## src/rtl/scdp_pkg.sv

```systemverilog
// Shared types and constants for the strided copy descriptor generator.
// No dependencies; every other file in rtl imports this package.
package scdp_pkg;

  // Fixed limits of the block.
  localparam int unsigned MaxPackets  = 64;
  localparam int unsigned AddressBits = 48;
  localparam int unsigned WordsPerDesc = 7;

  // Register indexes of the configuration port.
  localparam logic [2:0] RegRowLen     = 3'd0;
  localparam logic [2:0] RegRowCount   = 3'd1;
  localparam logic [2:0] RegSliceCount = 3'd2;
  localparam logic [2:0] RegSrcRowPit  = 3'd3;
  localparam logic [2:0] RegDstRowPit  = 3'd4;
  localparam logic [2:0] RegSrcSlcPit  = 3'd5;
  localparam logic [2:0] RegDstSlcPit  = 3'd6;

  typedef struct packed {
    logic [20:0] row_len;
    logic [6:0]  rows;
    logic [6:0]  slices;
    logic [47:0] src_row_pitch;
    logic [47:0] dst_row_pitch;
    logic [47:0] src_slice_pitch;
    logic [47:0] dst_slice_pitch;
  } cfg_t;

  // One validated request handed from the front to the back.
  typedef struct packed {
    logic        reject;
    logic [63:0] src;
    logic [63:0] dst;
  } job_t;

endpackage

```

## src/rtl/scdp_queue.sv

```systemverilog
// Two-entry queue of validated requests between the front and the back.
// Depends on scdp_pkg for job_t.
module scdp_queue (
  input  logic           clk_i,
  input  logic           rst_ni,
  input  logic           push_i,
  input  scdp_pkg::job_t push_data_i,
  output logic           full_o,
  input  logic           pop_i,
  output scdp_pkg::job_t pop_data_o,
  output logic           empty_o
);
  import scdp_pkg::*;

  job_t       mem_q [2];
  logic       wr_ptr_q, rd_ptr_q;
  logic [1:0] count_q;

  assign full_o     = (count_q == 2'd2);
  assign empty_o    = (count_q == 2'd0);
  assign pop_data_o = mem_q[rd_ptr_q];

  // Pointer and fill count.
  always_ff @(posedge clk_i or negedge rst_ni) begin
    if (!rst_ni) begin
      wr_ptr_q <= 1'b0;
      rd_ptr_q <= 1'b0;
      count_q  <= 2'd0;
    end else begin
      if (push_i) wr_ptr_q <= ~wr_ptr_q;
      if (pop_i) rd_ptr_q <= ~rd_ptr_q;
      if (push_i && !pop_i) count_q <= count_q + 2'd1;
      else if (!push_i && pop_i) count_q <= count_q - 2'd1;
    end
  end

  // Entry storage.
  always_ff @(posedge clk_i) begin
    if (push_i) mem_q[wr_ptr_q] <= push_data_i;
  end

endmodule

```

## config.mk

```make
export PLATFORM = sky130hd
export DESIGN_NAME = scdp_queue
export DESIGN_NICKNAME = d
export VERILOG_FILES = /design/src/rtl/scdp_pkg.sv /design/src/rtl/scdp_queue.sv
export SDC_FILE = /design/constraint.sdc
export NUM_CORES = 1
export LEC_CHECK = 0
export BUFFER_PORTS_ARGS = -buffer_cell sky130_fd_sc_hd__clkbuf_2
export CAP_MARGIN = 20
export CORE_ASPECT_RATIO = 0.8
export CORE_MARGIN = 8
export CORE_UTILIZATION = 45
export DETAILED_ROUTE_END_ITERATION = 12
export GPL_ROUTABILITY_DRIVEN = 0
export PLACE_DENSITY_LB_ADDON = 0.12
export SLEW_MARGIN = 0
export SYNTH_ARGS = -nofsm -noshare
export SYNTH_HDL_FRONTEND = slang
export SYNTH_SLANG_ARGS = --single-unit
export TNS_END_PERCENT = 10
```

## constraint.sdc

```tcl
create_clock -name clk_i -period 7.81 [get_ports clk_i]
set_clock_uncertainty 0.05 [all_clocks]
set_input_delay 0.3905 -clock clk_i [delete_from_list [all_inputs] [get_ports clk_i]]
set_output_delay 0.3905 -clock clk_i [all_outputs]
set_load 0.1 [all_outputs]
```

# ---- After elaboration in Yosys (flattened, before gate mapping)
# Memory sizes are Yosys's and may differ from the RTL's.
# Cells that the tools add are included.
dict set report classes {
  eq_ne 1
  reduce_logical 6
  muxes 4
  add_sub_neg 2
  bitwise 2
}
# cell count
set op_table {}
lappend op_table {{two-way mux 2 bit} 2}
lappend op_table {{adder 2 x 1 -> 2 bit (second input constant)} 1}
lappend op_table {{== test 2 bit (second input constant)} 1}
lappend op_table {{logical AND 1 bit} 2}
lappend op_table {{logical NOT 1 bit} 2}
lappend op_table {{logical NOT 2 bit} 1}
lappend op_table {{two-way mux 1 bit} 2}
lappend op_table {{NOT 1 bit} 2}
lappend op_table {{nonzero test 2 bit} 1}
lappend op_table {{subtractor 2 x 1 -> 2 bit (second input constant)} 1}
dict set report word_totals {
  memories 1
  inputBits 133
  ramBits 258
  elab_cells 19
  output_inout_bits 131
  reg_bits 4
}
# name depth width rd rd_ports_with_merged_regs write_ports line
set memory_table {}
lappend memory_table {mem_q 2 129 1 0 1 scdp_queue.sv:15} ;# job_t mem_q [2];

# ---- Depth between registers and ports, before layout
dict set report logic_depth {
  word_depth 4
  depth_mapped 5
  mapped_depth_nobuf 5
}

# ---- Worst setup path after synthesis
# No wires, ideal clock.
dict set report synth_path {
  kind {register -> register}
  startpoint {register wr_ptr_q}
  endpoint {memory mem_q[0][0] in the netlist's numbering (enable)}
  arrival_time_ns 6.102
  t_required_ns 7.126
  slack_ns 1.024
  period_less_slack_ns 6.786
  path_stages_with_launch 2
  path_cell_list {dfrtp_1 -> nor2b_1}
}
# element line
set synth_rtl {}
lappend synth_rtl {{start: declaration} scdp_queue.sv:16} ;# logic wr_ptr_q, rd_ptr_q;
lappend synth_rtl {{start signal: assignment} scdp_queue.sv:30} ;# if (push_i) wr_ptr_q <= ~wr_ptr_q;
lappend synth_rtl {{end: declaration} scdp_queue.sv:15}
# No word-level cell before the write port.

==> metrics.txt <==
# TYPE chip_impl_metric gauge
chip_impl_info{name="run_status",value="finished clean"} 1
chip_impl_metric{name="final-hold-violation-count",unit=""} 0
chip_impl_info{name="crit_family",value="buffers and inverters"} 1
chip_impl_metric{name="synth-warning-count",unit=""} 0
chip_impl_metric{name="netlist-cell-type-count",unit=""} 13
chip_impl_metric{name="number_of_design_rule_violations_left_after_detail_routing",unit=""} 0
chip_impl_info{name="yosys-top-cells-area",value="edfxtp_1 81%, mux2_2 15%, buf_6 1.2%"} 1
chip_impl_info{name="worst_min_path_class",value="in2reg"} 1
chip_impl_metric{name="wire_per_inst",unit="µm"} 19.80
chip_impl_metric{name="htree_levels",unit=""} 1
chip_impl_metric{name="place.detailed.hpwl",unit="µm"} 13350
chip_impl_metric{name="route.detailed.vias_per_inst",unit=""} 4.903
chip_impl_metric{name="wl",unit="µm"} 19600
chip_impl_metric{name="finalCritPeriodShare",unit="%"} 43.10
chip_impl_info{name="timing.critical_path.to_type",value="output pin"} 1
chip_impl_metric{name="via_count",unit=""} 4854
chip_impl_info{name="worst-setup-path-type",value="reg2out"} 1
chip_impl_metric{name="num_rows",unit=""} 47
chip_impl_metric{name="cts_buffer_depth",unit=""} 3
chip_impl_metric{name="synth.net_count",unit=""} 551
chip_impl_metric{name="setup_ws_final",unit="ns"} 4.444
chip_impl_metric{name="clock.fmax",unit="MHz"} 297.1
chip_impl_info{name="cts.root.buffer_cell",value="clkbuf_16"} 1
chip_impl_metric{name="final_nets",unit=""} 837
chip_impl_metric{name="die_width",unit="µm"} 178.6
chip_impl_metric{name="clkLatencyLatePin",unit="ns"} 0.50
chip_impl_metric{name="pre_cts_slack",unit="ns"} 4.612
chip_impl_metric{name="floorplan.die.height",unit="µm"} 146.1
chip_impl_metric{name="synth.top_cell.area_share",unit="%"} 81.37
chip_impl_metric{name="critPathArrivalTime",unit="ns"} 2.93
chip_impl_metric{name="timing.critical_path.slowest_cell_delay",unit="ns"} 0.83
chip_impl_metric{name="syn-cell-area",unit="mm²"} 0.009522
chip_impl_metric{name="cts_buffers",unit=""} 26
chip_impl_metric{name="fp.coreArea",unit="mm²"} 0.02070
chip_impl_info{name="rsz0062_at_grt",value="false"} 1
chip_impl_metric{name="synth_area_per_cell",unit="µm²"} 22.83
chip_impl_metric{name="grt_overflow",unit=""} 0
chip_impl_info{name="most-common-layout-cells",value="263 x clkbuf_2, 258 x edfxtp_1, 129 x mux2_2"} 1
chip_impl_metric{name="postCtsSetupBuffers",unit=""} 0
chip_impl_metric{name="place_inst",unit=""} 939
chip_impl_metric{name="drt-initial-drc-count",unit=""} 240
chip_impl_info{name="critical_path.startpoint_type",value="register"} 1
chip_impl_metric{name="maximum_number_of_pins_on_one_net_before_global_route_repair",unit=""} 85
chip_impl_metric{name="worst_relative_slew_slack",unit="%"} 33.19
chip_impl_metric{name="grtUsageTotal",unit="%"} 14.28
chip_impl_info{name="crit_slowest_cell",value="dfrtp_4"} 1
chip_impl_metric{name="postRouteAntennaNets",unit=""} 0
chip_impl_metric{name="cp_data_required_time",unit="ns"} 7.37
chip_impl_info{name="synth_largest_area_cell",value="edfxtp_1"} 1
chip_impl_metric{name="stdcell_area",unit="mm²"} 0.01193
chip_impl_metric{name="crit_buf_inv",unit=""} 3
chip_impl_metric{name="timing_max_transition_violations_final",unit=""} 0
chip_impl_metric{name="io_pins",unit=""} 264
chip_impl_metric{name="layout_min_cycle_time",unit="ns"} 3.366
chip_impl_metric{name="port_buffers",unit=""} 263
chip_impl_metric{name="worst_slew_pin_slew",unit="ns"} 1.002
chip_impl_metric{name="num_antenna_cells",unit=""} 0
chip_impl_metric{name="floorplan.initialDensity",unit="%"} 46.00
chip_impl_metric{name="synth_sequential_area_ratio",unit="%"} 82.42
chip_impl_metric{name="number_of_global_route_vias_before_repair",unit=""} 5219
chip_impl_metric{name="global_route_wire_length_before_repair",unit="µm"} 29120
chip_impl_metric{name="layout.cells.non_filler",unit=""} 990
chip_impl_metric{name="layout.filler_cells",unit=""} 1623
chip_impl_metric{name="cts_sinks",unit=""} 262
chip_impl_metric{name="drv.max_cap_violation_count",unit=""} 0
chip_impl_metric{name="firstDrtPassIters",unit=""} 4
chip_impl_metric{name="clock_pin_slew_worst_setup_and_hold_paths",unit="ns"} 0.06
chip_impl_metric{name="tns",unit="ns"} 0
chip_impl_metric{name="syn_inst",unit=""} 417
chip_impl_metric{name="drive_above_1_share",unit="%"} 59.92
chip_impl_metric{name="ff_latch_count_synth",unit=""} 262
chip_impl_metric{name="worst-path-max-fanout",unit=""} 70
chip_impl_metric{name="layout-area-overhead-vs-synth",unit="%"} 25.28
chip_impl_metric{name="number_of_antenna_violations_at_the_first_check_in_global_routing",unit=""} 1
chip_impl_info{name="tritoncts",value="yes"} 1
chip_impl_info{name="layout.cells.most_common",value="clkbuf_2"} 1
chip_impl_metric{name="finalSetupViolCount",unit=""} 0
chip_impl_metric{name="post_dp_cell_area",unit="mm²"} 0.01108
chip_impl_metric{name="die_area",unit="mm²"} 0.02610
chip_impl_info{name="critical_path.cell_chain",value="buf_4, buf_16, mux2_2, clkbuf_2"} 1
stage by stage:
step	hold WS (ns)	util [%]
after floorplan	0.04491	-
after global placement	0.1484	53.54
after detailed placement	0.1521	53.54
after CTS	0.002267	57.35
after global routing	0.0002732	57.63
final	0.02475	57.63
state kept, by name, summed over array words and instances (netlist names):
signal / flops
count_q: 2
mem_q: 258
rd_ptr_q: 1
wr_ptr_q: 1
synth_stat cells, drive strengths merged:
master,instances
buf,14
xnor2,1
nor2b,2
ha,1
edfxtp,258
inv,1
xor2,4
nor2,2
and2,1
mux2,129
dfrtp,4
final timing paths:
path	start	endpoint	slack (ns)	cells past startpoint
setup / recovery	rd_ptr_q$_DFFE_PN0P_	pop_data_o[42]	4.44	4
hold / removal	push_data_i[121]	mem_q[0][121]$_DFFE_PP_	0.02	1
setup reg to reg	wr_ptr_q$_DFFE_PN0P_	mem_q[1][22]$_DFFE_PP_	5.34	2
hold reg to reg	count_q[1]$_DFFE_PN0P_	count_q[1]$_DFFE_PN0P_	0.45	1
max in group asynchronous	rst_ni	rd_ptr_q$_DFFE_PN0P_	7.35	2
min in group asynchronous	rst_ni	rd_ptr_q$_DFFE_PN0P_	0.22	2
cells by family after synthesis:
logic type / after synthesis / share of synthesized area (%)
adder cells (fa/ha/maj): 1 / 0.1314
XOR/XNOR: 5 / 0.4599
buffers and inverters: 15 / 1.459
multiplexers: 129 / 15.26
AND/OR/NAND/NOR: 5 / 0.2760
flip-flops: 262 / 82.42
worst register-to-register path, stage by stage, from the launching register on:
cell     delay [ns]
dfrtp_1        0.42
and2_4         0.71
buf_4          0.88
layer usage:
layer / share of wire, % / up-vias / track usage (%)
li1: - / 2239 / -
met1: 41 / 2390 / 18.16
met2: 47 / 193 / 23.09
met3: 10 / 30 / 5.206
met4: 1.8 / 2 / 3.013
met5: 0.066 / - / 0
timing repair:
action / 4_1_cts / 5_1_grt
endpoints found under the hold margin: 4 / 5
setup endpoints to repair: 0 / 0
resized for setup: 0 / 0
hold buffers: 1 / 3
final cells by class:
type	count	area [µm²]	area share [%]
Multi-Input combinational cell	140	1545	12.95
Clock inverter	12	76.32	0.6398
Inverter	1	3.754	0.03147
Clock buffer	34	701.9	5.884
Tap cell	269	336.6	2.821
Timing Repair Buffer	272	1414	11.85
Sequential cell	262	7851	65.82
Power is not shown: default switching activity piles up to over one toggle a cycle in this logic, so the estimate is an artifact.
