$ cat src/rtl/scdp_pkg.sv
// Shared types and constants for the strided copy descriptor generator.
// No dependencies; every other file in rtl imports this package.
package scdp_pkg;

  // Fixed limits of the block.
  localparam int unsigned MaxPackets  = 64;
  localparam int unsigned AddressBits = 48;
  localparam int unsigned WordsPerDesc = 7;

  // Register indexes of the configuration port.
  localparam logic [2:0] RegRowLen     = 3'd0;
  localparam logic [2:0] RegRowCount   = 3'd1;
  localparam logic [2:0] RegSliceCount = 3'd2;
  localparam logic [2:0] RegSrcRowPit  = 3'd3;
  localparam logic [2:0] RegDstRowPit  = 3'd4;
  localparam logic [2:0] RegSrcSlcPit  = 3'd5;
  localparam logic [2:0] RegDstSlcPit  = 3'd6;

  typedef struct packed {
    logic [20:0] row_len;
    logic [6:0]  rows;
    logic [6:0]  slices;
    logic [47:0] src_row_pitch;
    logic [47:0] dst_row_pitch;
    logic [47:0] src_slice_pitch;
    logic [47:0] dst_slice_pitch;
  } cfg_t;

  // One validated request handed from the front to the back.
  typedef struct packed {
    logic        reject;
    logic [63:0] src;
    logic [63:0] dst;
  } job_t;

endpackage

$ cat src/rtl/scdp_front.sv
// Request front end: takes one copy request and validates it step by step.
// Depends on scdp_pkg; pushes one job_t per request into the queue.
module scdp_front (
  input  logic           clk_i,
  input  logic           rst_ni,
  input  scdp_pkg::cfg_t cfg_i,
  input  logic           in_valid_i,
  output logic           in_ready_o,
  input  logic [63:0]    source_base_i,
  input  logic [63:0]    source_offset_i,
  input  logic [63:0]    dest_base_i,
  input  logic [63:0]    dest_offset_i,
  input  logic [8:0]     capacity_words_i,
  output logic           push_o,
  output scdp_pkg::job_t job_o,
  input  logic           full_i
);
  import scdp_pkg::*;

  typedef enum logic [3:0] {
    F_IDLE, F_BASIC, F_SIDE, F_ROWMUL, F_ROWCHK,
    F_SLCMUL, F_SLCCHK, F_OVERLAP, F_PUSH
  } fstate_e;

  localparam logic [64:0] AddrLimit = 65'(1) << AddressBits;

  fstate_e     state_q;
  logic        sd_q;
  logic [63:0] base_q [2];
  logic [63:0] off_q [2];
  logic [8:0]  cap_q;
  logic [63:0] s_q, rem_q;
  logic [54:0] prod_q;
  logic [63:0] first_q [2];
  logic [54:0] ext_q [2];
  logic [63:0] end_q [2];
  logic [63:0] all_q [2];
  job_t        job_q;

  // Shared arithmetic for the side being checked.
  logic [63:0] b, o;
  logic [47:0] rp, sp;
  logic [64:0] s65, rem65, len65, sum65;
  logic        side_ok, basic_ok;
  logic [13:0] total;
  logic [16:0] total7;
  logic [54:0] rmul, smul, ext;

  always_comb begin
    b       = base_q[sd_q];
    o       = off_q[sd_q];
    rp      = sd_q ? cfg_i.dst_row_pitch : cfg_i.src_row_pitch;
    sp      = sd_q ? cfg_i.dst_slice_pitch : cfg_i.src_slice_pitch;
    len65   = 65'(cfg_i.row_len);
    s65     = {1'b0, b} + {1'b0, o};
    rem65   = AddrLimit - s65 - len65;
    side_ok = (b != 64'd0) && ({1'b0, b} < AddrLimit) &&
              ({1'b0, o} < AddrLimit - {1'b0, b}) &&
              (rp >= 48'(cfg_i.row_len)) && (rp != 48'd0) &&
              (s65[1:0] == 2'b00) && (rp[1:0] == 2'b00) &&
              (len65 <= AddrLimit - s65);
    total    = 14'(cfg_i.rows) * 14'(cfg_i.slices);
    total7   = 17'(total) * 17'(WordsPerDesc);
    basic_ok = (cfg_i.rows != 7'd0) && (cfg_i.slices != 7'd0) &&
               (cfg_i.row_len != 21'd0) && (cfg_i.row_len[1:0] == 2'b00) &&
               (total7 <= 17'(cap_q)) && (32'(total) <= 32'(MaxPackets));
    rmul  = 55'(cfg_i.rows - 7'd1) * 55'(rp);
    smul  = 55'(cfg_i.slices - 7'd1) * 55'(sp);
    ext   = prod_q + 55'(cfg_i.row_len);
    sum65 = {1'b0, end_q[sd_q]} + 65'(prod_q);
  end

  assign in_ready_o = (state_q == F_IDLE);
  assign push_o     = (state_q == F_PUSH) && !full_i;
  assign job_o      = job_q;

  // Validation sequencer; any failed check goes straight to the push with
  // the reject flag set.
  always_ff @(posedge clk_i or negedge rst_ni) begin
    if (!rst_ni) begin
      state_q <= F_IDLE;
      sd_q    <= 1'b0;
    end else begin
      unique case (state_q)
        F_IDLE: begin
          if (in_valid_i) begin
            base_q[0] <= source_base_i;
            off_q[0]  <= source_offset_i;
            base_q[1] <= dest_base_i;
            off_q[1]  <= dest_offset_i;
            cap_q     <= capacity_words_i;
            sd_q      <= 1'b0;
            state_q   <= F_BASIC;
          end
        end
        F_BASIC: begin
          job_q <= '{reject: 1'b1, src: 64'd0, dst: 64'd0};
          state_q <= basic_ok ? F_SIDE : F_PUSH;
        end
        F_SIDE: begin
          s_q     <= s65[63:0];
          rem_q   <= rem65[63:0];
          state_q <= side_ok ? F_ROWMUL : F_PUSH;
        end
        F_ROWMUL: begin
          prod_q  <= rmul;
          state_q <= F_ROWCHK;
        end
        F_ROWCHK: begin
          if (64'(prod_q) > rem_q) begin
            state_q <= F_PUSH;
          end else begin
            first_q[sd_q] <= s_q;
            ext_q[sd_q]   <= ext;
            end_q[sd_q]   <= s_q + 64'(ext);
            sd_q          <= ~sd_q;
            state_q       <= sd_q ? F_SLCMUL : F_SIDE;
          end
        end
        F_SLCMUL: begin
          prod_q  <= smul;
          state_q <= ((55'(sp) < ext_q[sd_q]) || (sp == 48'd0)) ? F_PUSH : F_SLCCHK;
        end
        F_SLCCHK: begin
          if (sum65[64]) begin
            state_q <= F_PUSH;
          end else begin
            all_q[sd_q] <= sum65[63:0];
            sd_q        <= ~sd_q;
            state_q     <= sd_q ? F_OVERLAP : F_SLCMUL;
          end
        end
        F_OVERLAP: begin
          if (!((first_q[0] < all_q[1]) && (first_q[1] < all_q[0]))) begin
            job_q <= '{reject: 1'b0, src: first_q[0], dst: first_q[1]};
          end
          state_q <= F_PUSH;
        end
        F_PUSH: begin
          if (!full_i) state_q <= F_IDLE;
        end
        default: state_q <= F_IDLE;
      endcase
    end
  end

endmodule

$ cat config.mk
export PLATFORM = sky130hd
export DESIGN_NAME = scdp_front
export DESIGN_NICKNAME = d
export VERILOG_FILES = /design/src/rtl/scdp_pkg.sv /design/src/rtl/scdp_front.sv
export SDC_FILE = /design/constraint.sdc
export NUM_CORES = 2
export LEC_CHECK = 0
export BUFFER_PORTS_ARGS = -buffer_cell sky130_fd_sc_hd__buf_4
export CAP_MARGIN = 15
export CORE_ASPECT_RATIO = 0.8
export CORE_MARGIN = 2
export CORE_UTILIZATION = 55
export DETAILED_ROUTE_END_ITERATION = 10
export PLACE_DENSITY = 0.76
export SKIP_LAST_GASP = 1
export SYNTH_ARGS = -nofsm -noshare
export SYNTH_HDL_FRONTEND = slang
export SYNTH_SLANG_ARGS = --single-unit
$ cat constraint.sdc
create_clock -name clk_i -period 12.12 [get_ports clk_i]
set_input_delay 1.212 -clock clk_i [delete_from_list [all_inputs] [get_ports clk_i]]
set_output_delay 1.212 -clock clk_i [all_outputs]
set_load 0.005 [all_outputs]
* Word level (Yosys, flattened, before mapping)
Memories as Yosys holds them, arrays and structs flattened.
Cells that the tools add are included.
Widths: inputs -> output; s select.
** Cells by class
- Mux-type cells :: 28
- Reductions and logical operators :: 38
- Multiply operators :: 4
- Add/sub/neg operators :: 9
- Order comparisons :: 10
- Eq/ne operators :: 13
- Bitwise logic cells :: 1
** Operators with widths (count)
- $pmux 129 s2 :: 1
- $mux 129 :: 1
- $lt 64x64->1 :: 2
- $mul 8x49->55 :: 2
- $pmux 55 s2 :: 1
- $mux 48 :: 2
- $add 64x55->65 :: 1
- $add 64x64->65 :: 1
- $le 21x65->1 :: 1
- $lt 64x65->1 :: 1
- $sub 49x64->65 const A :: 1
- $sub 49x65->65 const A :: 1
- $add 64x55->64 :: 1
- $gt 55x64->1 :: 1
- $lt 64x49->1 const B :: 1
- $reduce_bool 64->1 :: 1
- $sub 64x21->64 :: 1
- $add 55x21->55 :: 1
- $lt 48x55->1 :: 1
- $ge 48x21->1 :: 1
- $logic_not 48->1 :: 1
- $reduce_bool 48->1 :: 1
- $pmux 4 s9 :: 1
- $mux 4 :: 7
- 27 further kinds :: 70
** Word-level totals
- Output and inout bits :: 131
- Input port bits :: 496
- Bits in writable memories :: 750
- Logic and storage cells :: 118
- Bits in registers :: 326
- Memories kept :: 6
** Memory list
- all_q :: words 2, width 64, rd ports 2, clocked after memory_dff 0, wr ports 1, RTL line scdp_front.sv:37 : logic [63:0] all_q [2];
- base_q :: words 2, width 64, rd ports 1, clocked after memory_dff 0, wr ports 2, RTL line scdp_front.sv:29 : logic [63:0] base_q [2];
- end_q :: words 2, width 64, rd ports 1, clocked after memory_dff 0, wr ports 1, RTL line scdp_front.sv:36 : logic [63:0] end_q [2];
- first_q :: words 2, width 64, rd ports 2, clocked after memory_dff 0, wr ports 1, RTL line scdp_front.sv:34 : logic [63:0] first_q [2];
- off_q :: words 2, width 64, rd ports 1, clocked after memory_dff 0, wr ports 2, RTL line scdp_front.sv:30 : logic [63:0] off_q [2];
- ext_q :: words 2, width 55, rd ports 1, clocked after memory_dff 0, wr ports 1, RTL line scdp_front.sv:35 : logic [54:0] ext_q [2];

* Longest topological paths before layout
An unclocked memory read counts as a cell.
- Depth in word-level cells :: 11
- Depth in mapped cells :: 42
- Mapped depth without buffers :: 32

* Worst setup path before layout
No wires, ideal clock.
- Path type :: reg-to-reg
- Start point :: register sd_q
- End point :: memory end_q[1][0], enable pin
- Cell stages (with the launch flop) :: 16
- Path slack :: -0.695 ns
- Data arrival time :: 12.085 ns
- Clock period less this slack :: 12.815 ns
- Required time :: 11.390 ns
- Path buffers :: 13
- Setup time :: 0.730 ns
- Cells stage by stage :: dfrtp_1 clkbuf_1 buf_2 buf_1 buf_2 buf_1 buf_2 buf_2 clkbuf_1 buf_2 clkbuf_1 buf_1 buf_2 buf_1 nand2_1 nor2_1
** RTL lines
- start: declaration :: RTL line scdp_front.sv:28 : logic sd_q;
- start signal: assignment :: RTL line scdp_front.sv:116 : sd_q <= ~sd_q;
- start signal: assignment :: RTL line scdp_front.sv:129 : sd_q <= ~sd_q;
- end: declaration :: RTL line scdp_front.sv:36
Straight into the memory's write port.

* Worst setup path in the final report
- Start point :: register sd_q
- End point :: register prod_q[49] (data pin)
** Between the ends
- Word-level cells in the longest chain between the ends :: 3
- Elaborated cells on any way between the ends :: 5
- Classes of those cells :: mul: 2; mux: 3
** RTL lines
- $mux 48, on equally long branches :: RTL line scdp_front.sv:53, scdp_front.sv:52
- $mul 8x49->55, on equally long branches :: RTL line scdp_front.sv:68, scdp_front.sv:67
- $pmux 55 s2 * :: RTL line scdp_front.sv:84 : unique case (state_q)
- end signal: assignment :: RTL line scdp_front.sv:106 : prod_q <= rmul;
- end signal: assignment :: RTL line scdp_front.sv:121 : prod_q <= smul;
- end: declaration :: RTL line scdp_front.sv:33 : logic [54:0] prod_q;
Mark *: on every way between the ends. The rest lies on a longest branch, timed or not.
A chain may end at the register's enable or synchronous reset.

==> flow_summary.ini <==
[timing]
setup_tns_ns = 0
setup_viol = 0
hold_ws_ns = 0.262
relSlewSlack = 0.135
min_period_over_period = 0.752
clock.fmax_ghz = 0.110
fin_crit_ns = 9.12
rsz0062_at_grt = false
fin_skew_ns = 0.0758
tightestPinTransition_ns = 1.26
slew_viol_final = 0
finalHoldViolCount = 0

[critical_path]
critPathRequiredTime_ns = 12.71
reg2reg_from = sd_q$_DFFE_PN0P_
crit_end = prod_q[49]$_DFFE_PP_
cp.arrival_ns = 9.71
end_kind = flip-flop
path_cells = buf_4, mux2i_1, inv_1, nand2_1, fa_1, fa_1, fa_1, inv_1, fa_1, ha_1, nand2_1, o21ai_0, a31o_2, a211oi_1, nor2_1, a31oi_1, a2111oi_0, o21ai_0, a31o_2, o21ai_0, o21a_1, nor2_1, o311a_1, a22oi_1
slowest_delay_ns = 0.85
critPathKind = reg -> reg
r2r_setup_slack_ns = 3.00
critPathBufInv = 3
cp.depth = 24
r2r.worst_path.cells = 24
r2r-end = prod_q[49]$_DFFE_PP_
critPathMaxFanout = 46
slowest_stage = mux2i_1
startpoint = sd_q$_DFFE_PN0P_
crit_top_cell = fa_1
critPathTopFamily = compound AO/OA/AOI/OAI gates
cp-start-kind = flip-flop

[cts]
tritoncts = yes
clockBufferDepth = 3
htree_levels = 3
post-cts-setup-buffers = 0
ctsResizeCount = 0
cts_sinks = 1076
path_clk_slew_ns = 0.06
cts_buffers = 109
hold_buffers = 0
clk_latency_ns = 0.79
root_buffer = clkbuf_16

[global_route]
grt_pass1_wl_microns = 396000
globalRouteTotalUtil = 0.314
antenna_found_initial = 10
overflow = 0
first_global_vias = 67500
grt_max_degree = 169

[floorplan]
ios = 627
fp.dieW_microns = 455
core.rowCount = 132
die_h_microns = 365
core-area_sq_mm = 0.162
die_area_sq_mm = 0.166
start_util = 0.553

[synth]
yosysUniqueCellTypes = 111
synth_top_flop_cell = edfxtp_1
syn_area_per_cell_sq_um = 10.3
yosys_warnings = 0
ys_seq_area_frac = 0.361
syn_inst = 8651
synth_nets = 10600
synth-seq-cells = 1076
synth-async-reset-ratio = 0.00465
synth_area_sq_mm = 0.0895
synth_edf_count = 1071

[placement]
portBuffers = 626
dp_hpwl_microns = 211000
gp_congestion = 0.990

[power]
p_leak_nw = 44.1
power_density_mw_per_mm2 = 167
ir_worst_vdd_mv = 0.187

[cells_and_area]
fin_nets = 11200
layout-drive-gt1-share = 0.131
area_growth_pct = 12.8

[detailed_routing]
first_pass_iters = 8
via_per_inst = 5.90
drtIter0Drc = 6815
wl_per_cell_microns = 22.6
vias = 68000
ant_nets = 0
drc = 0
routed_wirelength_microns = 261000

[worst_hold_path]
hp-class = in -> async

[status]
outcome = finished, final reports clean

[flow_run]
maxCapViolations = 0
==> metal layers <==
| metal | vias to the layer above | global-route usage | share of wire |
|---|---|---|---|
| met1 | 33000 | 0.450 | 0.43 |
| li1 | 31200 | - | - |
| met4 | 10 | 0.109 | 0.037 |
| met3 | 436 | 0.0838 | 0.12 |
| met5 | - | 0 | 0.00020 |
| met2 | 3349 | 0.458 | 0.42 |
==> cell type report <==
cell class / instances / area (sq um)
multi-input cells: 6153 / 52000
clock buffers: 125 / 2820
diodes: 3 / 7.51
flip-flops and latches: 1076 / 32300
repair buffers: 748 / 5650
well taps: 2144 / 2680
fillers: 12900 / 60700
inverters: 1203 / 4520
clock inverters: 77 / 993
==> cell usage after synthesis (all sizes together), types with 163 or more instances <==
cell	n	area share
mux2i	196	0.022
nor2	797	0.034
edfxtp	1071	0.36
clkbuf	179	0.0075
and2	194	0.014
inv	1202	0.050
o21ai	267	0.015
a21o	256	0.021
a21oi	414	0.023
ha	853	0.12
xor2	163	0.016
mux2	166	0.021
fa	594	0.13
nand2	580	0.024
xnor2	314	0.031
==> how the worst min path moves through the flow <==
stage / to / slack (ns) / depth (start not counted)
global placement: state_q[0]$_DFFE_PN0P_ / 0.53 / 1
floorplan: first_q[0][0]$_DFFE_PP_ / 0.45 / 0
detailed placement: first_q[1][61]$_DFFE_PP_ / 0.52 / 0
global route: state_q[0]$_DFFE_PN0P_ / 0.24 / 1
finish: state_q[0]$_DFFE_PN0P_ / 0.26 / 1
CTS: state_q[2]$_DFFE_PN0P_ / 0.23 / 1
==> power breakdown <==
| part | total (mW) | internal, mW | switching (mW) |
|---|---|---|---|
| sequential | 4.55 | 4.49 | 0.0548 |
| combinational | 8.76 | 3.51 | 5.26 |
| clock | 3.60 | 2.07 | 1.53 |
==> worst reg2reg max path, cell delays in order (launching register included) <==
cell       delay, ns
dfrtp_4         0.79
buf_4           0.87
mux2i_1         0.86
inv_1           0.26
nand2_1         0.16
fa_1            0.45
fa_1            0.52
fa_1            0.55
inv_1           0.06
fa_1            0.48
ha_1            0.34
nand2_1         0.08
o21ai_0         0.34
a31o_2          0.25
a211oi_1        0.08
nor2_1          0.23
a31oi_1         0.28
a2111oi_0       0.80
o21ai_0         0.27
a31o_2          0.29
o21ai_0         0.22
o21a_1          0.16
nor2_1          0.08
o311a_1         0.31
a22oi_1         0.18
==> kinds of logic (layout without fill, tap and decap cells) <==
| kind of cell | after synthesis | count (layout) | share of synthesized area |
|---|---|---|---|
| compound gates | 1427 | 1427 | 0.104 |
| mux | 362 | 362 | 0.0428 |
| other cells | 0 | 3 | 0 |
| simple gates | 2440 | 2440 | 0.133 |
| flops | 1076 | 1076 | 0.361 |
| buf+inv | 1422 | 2153 | 0.0601 |
| fa+ha+maj | 1447 | 1447 | 0.252 |
| xor+xnor | 477 | 477 | 0.0469 |
==> flip-flops by register name, indices dropped and copies added (netlist names), 55 cells and up <==
| register | count |
|---|---|
| ext_q | 110 |
| rem_q | 64 |
| prod_q | 55 |
| off_q | 128 |
| base_q | 128 |
| all_q | 128 |
| end_q | 128 |
| job_o | 129 |
| s_q | 64 |
| first_q | 128 |
==> cell usage in the layout, fill, tap and decap left out, types with 76 or more instances in the layout <==
cell	count
inv_1	1202
edfxtp_1	1071
ha_1	853
nor2_1	789
buf_4	745
fa_1	594
nand2_1	580
a21oi_1	413
xnor2_1	307
a21o_1	255
o21ai_0	251
mux2i_1	195
and2_1	193
mux2_2	166
xor2_1	158
nand4_1	132
nor3_1	118
nand3_1	115
clkbuf_16	109
nand2b_1	95
nor2b_1	91
o21a_1	76
==> metrics by stage <==
step / power, mW / setup slack (ns) / util / instances / cell area [sq um]
6_report: 16.9 / 3.00 / 0.625 / 11500 / 101000
3_3_place_gp: 13.0 / 2.77 / 0.601 / 11300 / 97100
3_5_place_dp: 13.1 / 2.64 / 0.601 / 11300 / 97100
5_1_grt: 18.0 / 2.54 / 0.625 / 11500 / 101000
2_1_floorplan: 10.7 / 0.418 / - / 8651 / 89500
4_1_cts: 16.8 / 3.08 / 0.624 / 11500 / 101000
Power figures use the tool's default switching activity.
