`src/rtl/scdp_pkg.sv`:
```
// Shared types and constants for the strided copy descriptor generator.
// No dependencies; every other file in rtl imports this package.
package scdp_pkg;

  // Fixed limits of the block.
  localparam int unsigned MaxPackets  = 64;
  localparam int unsigned AddressBits = 48;
  localparam int unsigned WordsPerDesc = 7;

  // Register indexes of the configuration port.
  localparam logic [2:0] RegRowLen     = 3'd0;
  localparam logic [2:0] RegRowCount   = 3'd1;
  localparam logic [2:0] RegSliceCount = 3'd2;
  localparam logic [2:0] RegSrcRowPit  = 3'd3;
  localparam logic [2:0] RegDstRowPit  = 3'd4;
  localparam logic [2:0] RegSrcSlcPit  = 3'd5;
  localparam logic [2:0] RegDstSlcPit  = 3'd6;

  typedef struct packed {
    logic [20:0] row_len;
    logic [6:0]  rows;
    logic [6:0]  slices;
    logic [47:0] src_row_pitch;
    logic [47:0] dst_row_pitch;
    logic [47:0] src_slice_pitch;
    logic [47:0] dst_slice_pitch;
  } cfg_t;

  // One validated request handed from the front to the back.
  typedef struct packed {
    logic        reject;
    logic [63:0] src;
    logic [63:0] dst;
  } job_t;

endpackage

```
`src/rtl/scdp_back.sv`:
```
// Descriptor back end: expands one queued job into row words, slice-major.
// Depends on scdp_pkg; holds the output register of the block.
module scdp_back (
  input  logic           clk_i,
  input  logic           rst_ni,
  input  scdp_pkg::cfg_t cfg_i,
  input  logic           empty_i,
  input  scdp_pkg::job_t job_i,
  output logic           pop_o,
  output logic           out_valid_o,
  input  logic           out_ready_i,
  output logic           status_o,
  output logic [63:0]    src_address_o,
  output logic [63:0]    dst_address_o,
  output logic [20:0]    byte_count_o,
  output logic           last_o
);
  import scdp_pkg::*;

  typedef enum logic {B_IDLE, B_RUN} bstate_e;

  bstate_e     state_q;
  logic        rej_q;
  logic [6:0]  rw_q, sl_q;
  logic [63:0] rs_q, rd_q, ss_q, sd_q;
  logic        out_free, row_end, fin;

  assign out_free = !out_valid_o || out_ready_i;
  assign row_end  = (rw_q == cfg_i.rows - 7'd1);
  assign fin      = rej_q || (row_end && (sl_q == cfg_i.slices - 7'd1));
  assign pop_o    = (state_q == B_IDLE) && !empty_i;

  // Walk rows within a slice, then step to the next slice.
  always_ff @(posedge clk_i or negedge rst_ni) begin
    if (!rst_ni) begin
      state_q     <= B_IDLE;
      out_valid_o <= 1'b0;
    end else begin
      unique case (state_q)
        B_IDLE: begin
          if (out_ready_i) out_valid_o <= 1'b0;
          if (!empty_i) begin
            rej_q   <= job_i.reject;
            rs_q    <= job_i.src;
            ss_q    <= job_i.src;
            rd_q    <= job_i.dst;
            sd_q    <= job_i.dst;
            rw_q    <= 7'd0;
            sl_q    <= 7'd0;
            state_q <= B_RUN;
          end
        end
        B_RUN: begin
          if (out_free) begin
            out_valid_o   <= 1'b1;
            status_o      <= rej_q;
            src_address_o <= rej_q ? 64'd0 : rs_q;
            dst_address_o <= rej_q ? 64'd0 : rd_q;
            byte_count_o  <= rej_q ? 21'd0 : cfg_i.row_len;
            last_o        <= fin;
            if (fin) state_q <= B_IDLE;
            if (row_end) begin
              rw_q <= 7'd0;
              sl_q <= sl_q + 7'd1;
              ss_q <= ss_q + 64'(cfg_i.src_slice_pitch);
              sd_q <= sd_q + 64'(cfg_i.dst_slice_pitch);
              rs_q <= ss_q + 64'(cfg_i.src_slice_pitch);
              rd_q <= sd_q + 64'(cfg_i.dst_slice_pitch);
            end else begin
              rw_q <= rw_q + 7'd1;
              rs_q <= rs_q + 64'(cfg_i.src_row_pitch);
              rd_q <= rd_q + 64'(cfg_i.dst_row_pitch);
            end
          end
        end
        default: state_q <= B_IDLE;
      endcase
    end
  end

endmodule
```
`config.mk`:
```
export PLATFORM = sky130hd
export DESIGN_NAME = scdp_back
export DESIGN_NICKNAME = d
export VERILOG_FILES = /design/src/rtl/scdp_pkg.sv /design/src/rtl/scdp_back.sv
export SDC_FILE = /design/constraint.sdc
export NUM_CORES = 1
export LEC_CHECK = 0
export BUFFER_PORTS_ARGS = -buffer_cell sky130_fd_sc_hd__buf_4
export CORE_ASPECT_RATIO = 0.9
export CORE_MARGIN = 8
export CORE_UTILIZATION = 35
export DETAILED_ROUTE_END_ITERATION = 10
export PLACE_DENSITY = 0.53
export SLEW_MARGIN = 15
export SYNTH_ARGS = -nofsm -noshare
export SYNTH_HDL_FRONTEND = slang
export SYNTH_SLANG_ARGS = --single-unit
```
`constraint.sdc`:
```
create_clock -name clk_i -period 11 [get_ports clk_i]
set_input_delay 1.1 -clock clk_i [delete_from_list [all_inputs] [get_ports clk_i]]
set_output_delay 1.1 -clock clk_i [all_outputs]
set_load 0.005 [all_outputs]
```
After elaboration in Yosys (flattened, before gate mapping)
Cells that the tools add are included.
Storage, ports and cells
  memory bits (read-only): 0
  latch bits: 0
  logic and storage cells: 69
  memory bits (writable): 0
  register bits after elaboration: 424
  memories kept: 0
  output and inout bits: 153
Cells by class
  reductions and logical operators: 11
  divide/modulo/power cells: 0
  add/subtract/negate cells: 8
  shift-type cells: 0
  eq/ne operators: 6
  magnitude comparators: 0
  bitwise operators: 2
  multiply operators: 0
  muxes and demuxes: 28
Operator list (count)
  64-bit 2-to-1 mux: 10
  64-bit one-hot mux with 2 select lines: 4
  64-bit by 48-bit adder with 64-bit output: 4
  7-bit 2-to-1 mux: 5
  7-bit one-hot mux with 2 select lines: 2
  7-bit by 1-bit adder with 7-bit output, second input constant: 2
  7-bit == test: 2
  7-bit by 1-bit subtractor with 7-bit output, second input constant: 2
  3-bit AND reduction: 3
  1-bit 2-to-1 mux: 5
  2-bit by 1-bit inequality test with 1-bit output, second input constant: 2
  2-bit inequality test, second input constant: 2
  1-bit one-hot mux with 2 select lines: 2
  4-bit AND reduction: 1
  1-bit logical AND: 2
  1-bit zero test: 2
  1-bit logical OR: 2
  1-bit NOT: 2
  2-bit AND reduction: 1

Logic depth before layout (Yosys ltp)
Gate-level depths: netlist of run 1.
  depth in word-level cells: 7
  gate-level depth with buffers: 13
  gate-level depth less buffers: 12

Worst setup path after synthesis of run 1
No wires, ideal clock.
  kind: input to register
  start point: input empty_i
  end point: register sd_q[0], enable pin
  stages: 4
  library setup time: 509 ps
  data arrival time: 11360 ps
  slack: -869 ps
  path through: nand2_1 > nand2_1 > a21oi_1 > and2_1
On the way
  longest elaborated chain between the ends: 2
RTL lines
  start: declaration: line scdp_back.sv:7  | input logic empty_i,
  2-bit inequality test (no source line)
  4-bit AND reduction (no source line)
  end signal: assignment: line scdp_back.sv:47  | sd_q <= job_i.dst;
  end signal: assignment: line scdp_back.sv:66  | sd_q <= sd_q + 64'(cfg_i.dst_slice_pitch);
  end: declaration: line scdp_back.sv:25  | logic [63:0] rs_q, rd_q, ss_q, sd_q;
No other way between the ends.
A chain may end at the register's enable or synchronous reset.

Worst setup path in the final report of run 1
  start point: input cfg_i[144] in the netlist's numbering
  end point: register rs_q[56], data pin
On the way
  longest elaborated chain between the ends: 4
RTL lines
  start: declaration: line scdp_back.sv:6  | input scdp_pkg::cfg_t cfg_i,
  64-bit by 48-bit adder with 64-bit output: line scdp_back.sv:71  | rs_q <= rs_q + 64'(cfg_i.src_row_pitch);
  64-bit 2-to-1 mux: line scdp_back.sv:62  | if (row_end) begin
  64-bit 2-to-1 mux: line scdp_back.sv:54  | if (out_free) begin
  64-bit one-hot mux with 2 select lines: line scdp_back.sv:39  | unique case (state_q)
  end signal: assignment: line scdp_back.sv:44  | rs_q <= job_i.src;
  end signal: assignment: line scdp_back.sv:67  | rs_q <= ss_q + 64'(cfg_i.src_slice_pitch);
  end signal: assignment: line scdp_back.sv:71
  end: declaration: line scdp_back.sv:25
No other way between the ends. The select of a mux whose other input is x is not followed.

==> flow_summary_export.csv, run 1 <==
group,metric,value,unit
timing,final_max_slew_viol_count,0,
critical_path,timing.rr.start,"rs_q[0]",
timing,finalCritPeriodShare,0.480,
logic_synthesis,syn_area,0.0300,mm²
hold_path,hp-class,"in2async",
global_route,grt_pass1_wl,162000,µm
global_route,globalRoute.totalOverflow,0,
floorplan,start_util,0.351,
floorplan,pin_count,513,
drt,drt-wirelength-per-cell,23.2,µm
floorplan,die_h,294,µm
timing,fin_tns_setup,0,ps
floorplan,core_area,0.0855,mm²
clock_network,cts_tree,"yes",
cells_and_area,num-nets-final,4090,
power_and_ir_drop,cellPowerDensity,167,mW/mm²
placed_design,port_buffers,512,
cells_and_area,area_growth,21.9,%
clock_network,cts_sinks,424,
timing,max-slew-margin-rel,0.241,
drt,vias,26000,
logic_synthesis,synth_common_cells,"422 x edfxtp_1, 287 x a21oi_1, 280 x nand2_1",
timing,rsz0062_at_grt,"false",
global_route,antenna_found_initial,16,
critical_path,end_kind,"flop",
timing,fin_crit,5280,ps
critical_path,cp.arrival,5700,ps
drt,drt_iter0_markers,2256,
critical_path,start_kind,"input pin",
logic_synthesis,yosysSeqAreaShare,0.423,
timing,max_freq,190,MHz
critical_path,cp_max_fo,11,
placed_design,place.gp.congestion,0.914,
clock_network,cts.path.max_buffers,3,
global_route,grt_pass1_vias,25500,
clock_network,path_clk_slew,60,ps
logic_synthesis,synth.top_cell.area_share,0.422,
clock_network,clkLatencyLatePin,610,ps
global_route,grt_util_all_layers,0.218,
floorplan,die_w,325,µm
floorplan,rows,102,
logic_synthesis,synthArstFlopShare,0.00472,
drt,first_pass_iters,5,
logic_synthesis,avgSynthCellArea,9.67,µm²
power_and_ir_drop,ir_drop,0.121,mV
drt,drt_drc_violations_left,0,
clock_network,cts_setup_buffers,0,
floorplan,fp.dieArea,0.0955,mm²
drt,ant_nets,0,
cells_and_area,nFillCells,8526,
timing,holdWs,284,ps
logic_synthesis,syn-instance-count,3106,
critical_path,critPathKind,"in2reg",
timing,worst-slew-pin-transition,1130,ps
logic_synthesis,synth_flop_cell,"edfxtp_1",
logic_synthesis,synth_edf_count,422,
clock_network,cts_hold_buf,0,
drt,wl,110000,µm
logic_synthesis,syn_nets,3666,
logic_synthesis,yosysTopAreaCell,"edfxtp_1",
logic_synthesis,yosysMostFrequentCell,"edfxtp_1",
drt,via_per_inst,5.51,
status,status,"finished clean",
cells_and_area,layout-drive-gt1-share,0.195,
flow_run,max-cap-violations,0,
clock_network,cts_max_level,2,
critical_path,rrSetupSlack,5940,ps
power_and_ir_drop,power_leakage,14.6,nW
logic_synthesis,synth_warnings,0,
clock_network,cts_resized,0,
clock_network,root_buffer,"clkbuf_16",
logic_synthesis,synth.top_cells.by_area,"edfxtp_1 42%, ha_1 8.2%, a21oi_1 4.8%, nor2b_1 4.3%, xnor2_1 4.3%",
logic_synthesis,synth.distinct_cells,87,
critical_path,r2r-end,"rs_q[56]",
timing,final-setup-viol-count,0,
timing,skew,19.5,ps
critical_path,r2r_cells,12,
logic_synthesis,ys_ff_latch,424,
critical_path,required,11430,ps
clock_network,cts_buffers,53,
timing,hold_violations,0,
placed_design,hpwl,83400,µm
global_route,grt_max_degree,152,
-- worst max-delay path: stages --
cell and delay, ps:
buf_4 90, ha_1 360, fa_1 340, a21oi_1 130
nand4b_1 200, a2111oi_0 840, nor2_1 200, o211ai_1 620
a22oi_1 280, a31oi_1 880, nand3_1 180, xor2_1 200
a221oi_1 280
-- worst max-delay path by stage --
stage	start	endpoint	slack, ps
final	cfg_i[144]	rs_q[56]	5720
after global routing	cfg_i[144]	rs_q[56]	5410
after CTS	cfg_i[144]	rs_q[56]	5710
after detailed placement	cfg_i[144]	rs_q[56]	5040
after global placement	cfg_i[144]	rs_q[56]	5130
after floorplan	state_q	sd_q[0]	2240
-- registers in the layout, summed over array words and instances (netlist names) --
name and count:
sl_q 7, rw_q 7, rd_q 64, out_valid_o 1, byte_count_o 21, last_o 1
state_q 1, src_address_o 64, sd_q 64, dst_address_o 64, ss_q 64, rs_q 64
rej_q 1, status_o 1
-- cell usage in the layout (no fill, tap or decap), types with 99 or more instances in the layout --
cell	netlist	final
nand2_1	280	280
xor2_1	99	99
a21oi_1	287	286
xnor2_1	146	146
ha_1	196	196
buf_4	1	530
a21o_1	142	142
o21ai_0	185	185
nor2_1	229	227
edfxtp_1	422	422
nor2b_1	205	205
-- power by group --
part / leakage [nW] / switching [mW] / internal (mW)
sequential: 3.99 / 0.112 / 2.08
combinational: 9.80 / 1.27 / 0.903
clock: 0.845 / 0.739 / 1.03
total: 14.6 / 2.12 / 4.01
-- per-stage QoR --
| stage | setup slack [ps] | utilization | total power [mW] | area (µm²) | cells |
|---|---|---|---|---|---|
| 6_report | 5720 | 0.428 | 6.13 | 36600 | 4721 |
| 5_1_grt | 5410 | 0.428 | 6.47 | 36600 | 4717 |
| 4_1_cts | 5710 | 0.428 | 6.18 | 36600 | 4716 |
| 3_5_place_dp | 5040 | 0.408 | 4.37 | 34900 | 4619 |
| 3_3_place_gp | 5130 | 0.408 | 4.38 | 34900 | 4619 |
| 2_1_floorplan | 2240 | - | 3.67 | 30100 | 3106 |
-- logic make-up (layout without fill, tap and decap cells) --
group,Yosys count,count (layout),share of synthesized area
simple gates,1017,1017,0.169
compound gates,938,938,0.204
fa+ha+maj,200,200,0.0843
mux,45,45,0.0167
flops,424,424,0.423
other cells,0,5,0
xor+xnor,245,245,0.0714
buf+inv,237,703,0.0305
-- layout make-up --
| type | instances | area [µm²] | area share |
|---|---|---|---|
| multi-input combinational | 2445 | 16500 | 0.449 |
| sequential | 424 | 12700 | 0.347 |
| timing repair buffer | 532 | 4020 | 0.110 |
| tap | 1144 | 1430 | 0.0391 |
| clock buffer | 69 | 1430 | 0.0390 |
| clock inverter | 28 | 285 | 0.00779 |
| inverter | 74 | 279 | 0.00762 |
| antenna | 5 | 12.5 | 0.000342 |
-- metal layers --
metal  global-route usage  vias up  part of all wire
li1                     -    12400                 -
met1                0.305    12500              0.46
met2                0.340      915              0.45
met3               0.0530      137             0.076
met4               0.0488       16             0.021
met5                    0        -           0.00089
Power figures use the tool's default switching activity.
==> run 2: changes to the inputs <==
Settings changed: PLACE_DENSITY 0.53 to 0.51.
Clock period 11 ns to 5.2 ns, I/O delays scaled along.
==> flow_summary_export.csv, run 2 (synthesis gave the netlist of run 1 again) <==
group,metric,value,unit
cells_and_area,final_common_cell,"buf_4",
clock_network,root_buffer,"clkbuf_16",
timing,max_freq,238,MHz
flow_run,max-cap-violations,0,
critical_path,required,5640,ps
timing,max-slew-margin-rel,0.301,
clock_network,cts.path.max_buffers,3,
clock_network,clkLatencyLatePin,630,ps
drt,ant_nets,0,
timing,hold_violations,0,
placed_design,place.gp.congestion,0.938,
clock_network,path_clk_slew,60,ps
power_and_ir_drop,p_int,8.71,mW
floorplan,fp.dieArea,0.0955,mm²
drt,drt_iter0_markers,2125,
critical_path,cp.arrival,4640,ps
floorplan,die_w,325,µm
power_and_ir_drop,comb_power_share,0.352,
floorplan,die_h,294,µm
timing,finalCritPeriodShare,0.807,
floorplan,pin_count,513,
floorplan,start_util,0.351,
global_route,grt_pass1_vias,25300,
power_and_ir_drop,ir_drop,0.244,mV
timing,skew,19.6,ps
timing,fin_crit,4200,ps
global_route,globalRoute.totalOverflow,0,
cells_and_area,layout-drive-gt1-share,0.198,
hold_path,hp-start,"job_i[128]",
status,status,"finished clean",
drt,vias,26000,
hold_path,hp-class,"in2reg",
critical_path,critPathKind,"reg2reg",
timing,rsz0062_at_grt,"false",
critical_path,start_kind,"flop",
global_route,antenna_found_initial,11,
critical_path,cp_max_fo,11,
power_and_ir_drop,switching_share,0.345,
drt,wl,111000,µm
drt,drt-wirelength-per-cell,23.5,µm
critical_path,end_kind,"flop",
placed_design,hpwl,83500,µm
global_route,grt_max_degree,152,
power_and_ir_drop,cellPowerDensity,360,mW/mm²
cells_and_area,layout.cells.most_common_list,"531 x buf_4, 422 x edfxtp_1, 286 x a21oi_1",
clock_network,cts_resized,0,
power_and_ir_drop,p_switching,4.58,mW
floorplan,rows,102,
critical_path,timing.rr.start,"rs_q[0]",
cells_and_area,final_util,0.431,
clock_network,cts_sinks,424,
critical_path,worstSetupStartpoint,"rs_q[0]",
global_route,grt_util_all_layers,0.221,
clock_network,cts_max_level,2,
power_and_ir_drop,seq_power_share,0.347,
clock_network,cts_tree,"yes",
floorplan,core_area,0.0855,mm²
cells_and_area,num-nets-final,4099,
global_route,grt_pass1_wl,164000,µm
critical_path,rrSetupSlack,1000,ps
cells_and_area,area_growth,22.7,%
timing,final_max_slew_viol_count,0,
drt,drt_drc_violations_left,0,
drt,via_per_inst,5.48,
power_and_ir_drop,power_leakage,14.7,nW
drt,first_pass_iters,6,
timing,worst-slew-pin-transition,1050,ps
clock_network,cts_buffers,55,
placed_design,port_buffers,512,
timing,final-setup-viol-count,0,
clock_network,cts_setup_buffers,0,
power_and_ir_drop,p_clk_frac,0.300,
timing,fin_tns_setup,0,ps
[run 2: changes by cell type in the layout (fill, tap and decap cells not counted), moves of 3 or more]
cell,delta
clkinvlp_4,+3
buf_12,+5
bufinv_16,+3
clkbuf_1,-3
clkbuf_16,+3
clkinv_1,+4
[run 2: final timing paths]
path                               end  cells past startpoint
setup / recovery              rs_q[56]                     13
hold / removal                   rej_q                      1
setup reg to reg              rs_q[56]                     13
hold reg to reg            out_valid_o                      2
max in group asynchronous      state_q                      2
min in group asynchronous  out_valid_o                      2
[run 2: final cells by class]
| type | instances | area, µm² |
|---|---|---|
| timing repair buffer | 539 | 4140 |
| inverter | 74 | 279 |
| sequential | 424 | 12700 |
| antenna | 5 | 12.5 |
| clock inverter | 35 | 378 |
| clock buffer | 67 | 1460 |
| fill | 8494 | 48600 |
| tap | 1144 | 1430 |
| multi-input combinational | 2445 | 16500 |
[run 2: layer usage]
metal | track usage | wire, µm
met1 | 0.309 | 51000
met5 | 0 | 78
met4 | 0.0559 | 2630
met3 | 0.0517 | 8160
met2 | 0.344 | 49300
[run 2: through the flow]
| stage | cells | cell area, µm² | setup WS, ps | total power [mW] | hold slack (ps) |
|---|---|---|---|---|---|
| floorplan | 3106 | 30100 | -270 | 7.76 | 224 |
| global placement | 4625 | 35000 | 811 | 9.34 | 324 |
| detailed placement | 4625 | 35000 | 790 | 9.31 | 326 |
| CTS | 4728 | 36900 | 975 | 13.4 | 39.4 |
| global route | 4729 | 36900 | 593 | 14.0 | 57.9 |
| finish | 4733 | 36900 | 1000 | 13.3 | 80.1 |
[run 2: what timing repair did]
item                                    CTS  global route
hold endpoints to repair                  2             0
endpoints found under the setup margin    0             0
hold buffers                              1             0
[run 2: power groups by stage]
stage	registers [mW]	logic, mW	clock network (mW)
after floorplan	4.60	3.16	0
after global placement	4.68	4.66	0
after detailed placement	4.68	4.63	0
after CTS	4.61	4.67	4.08
after global routing	4.65	5.13	4.19
final	4.61	4.68	3.99
[run 2: critical path: stages (launching register included)]
cell       delay, ps
edfxtp_1         350
ha_1             220
fa_1             240
a21oi_1          160
nand4b_1         240
a2111oi_0        760
nor2_1           210
o211ai_1         590
a22oi_1          290
a31oi_1          220
buf_4            210
nand3_1          100
xor2_1           150
a221oi_1         280
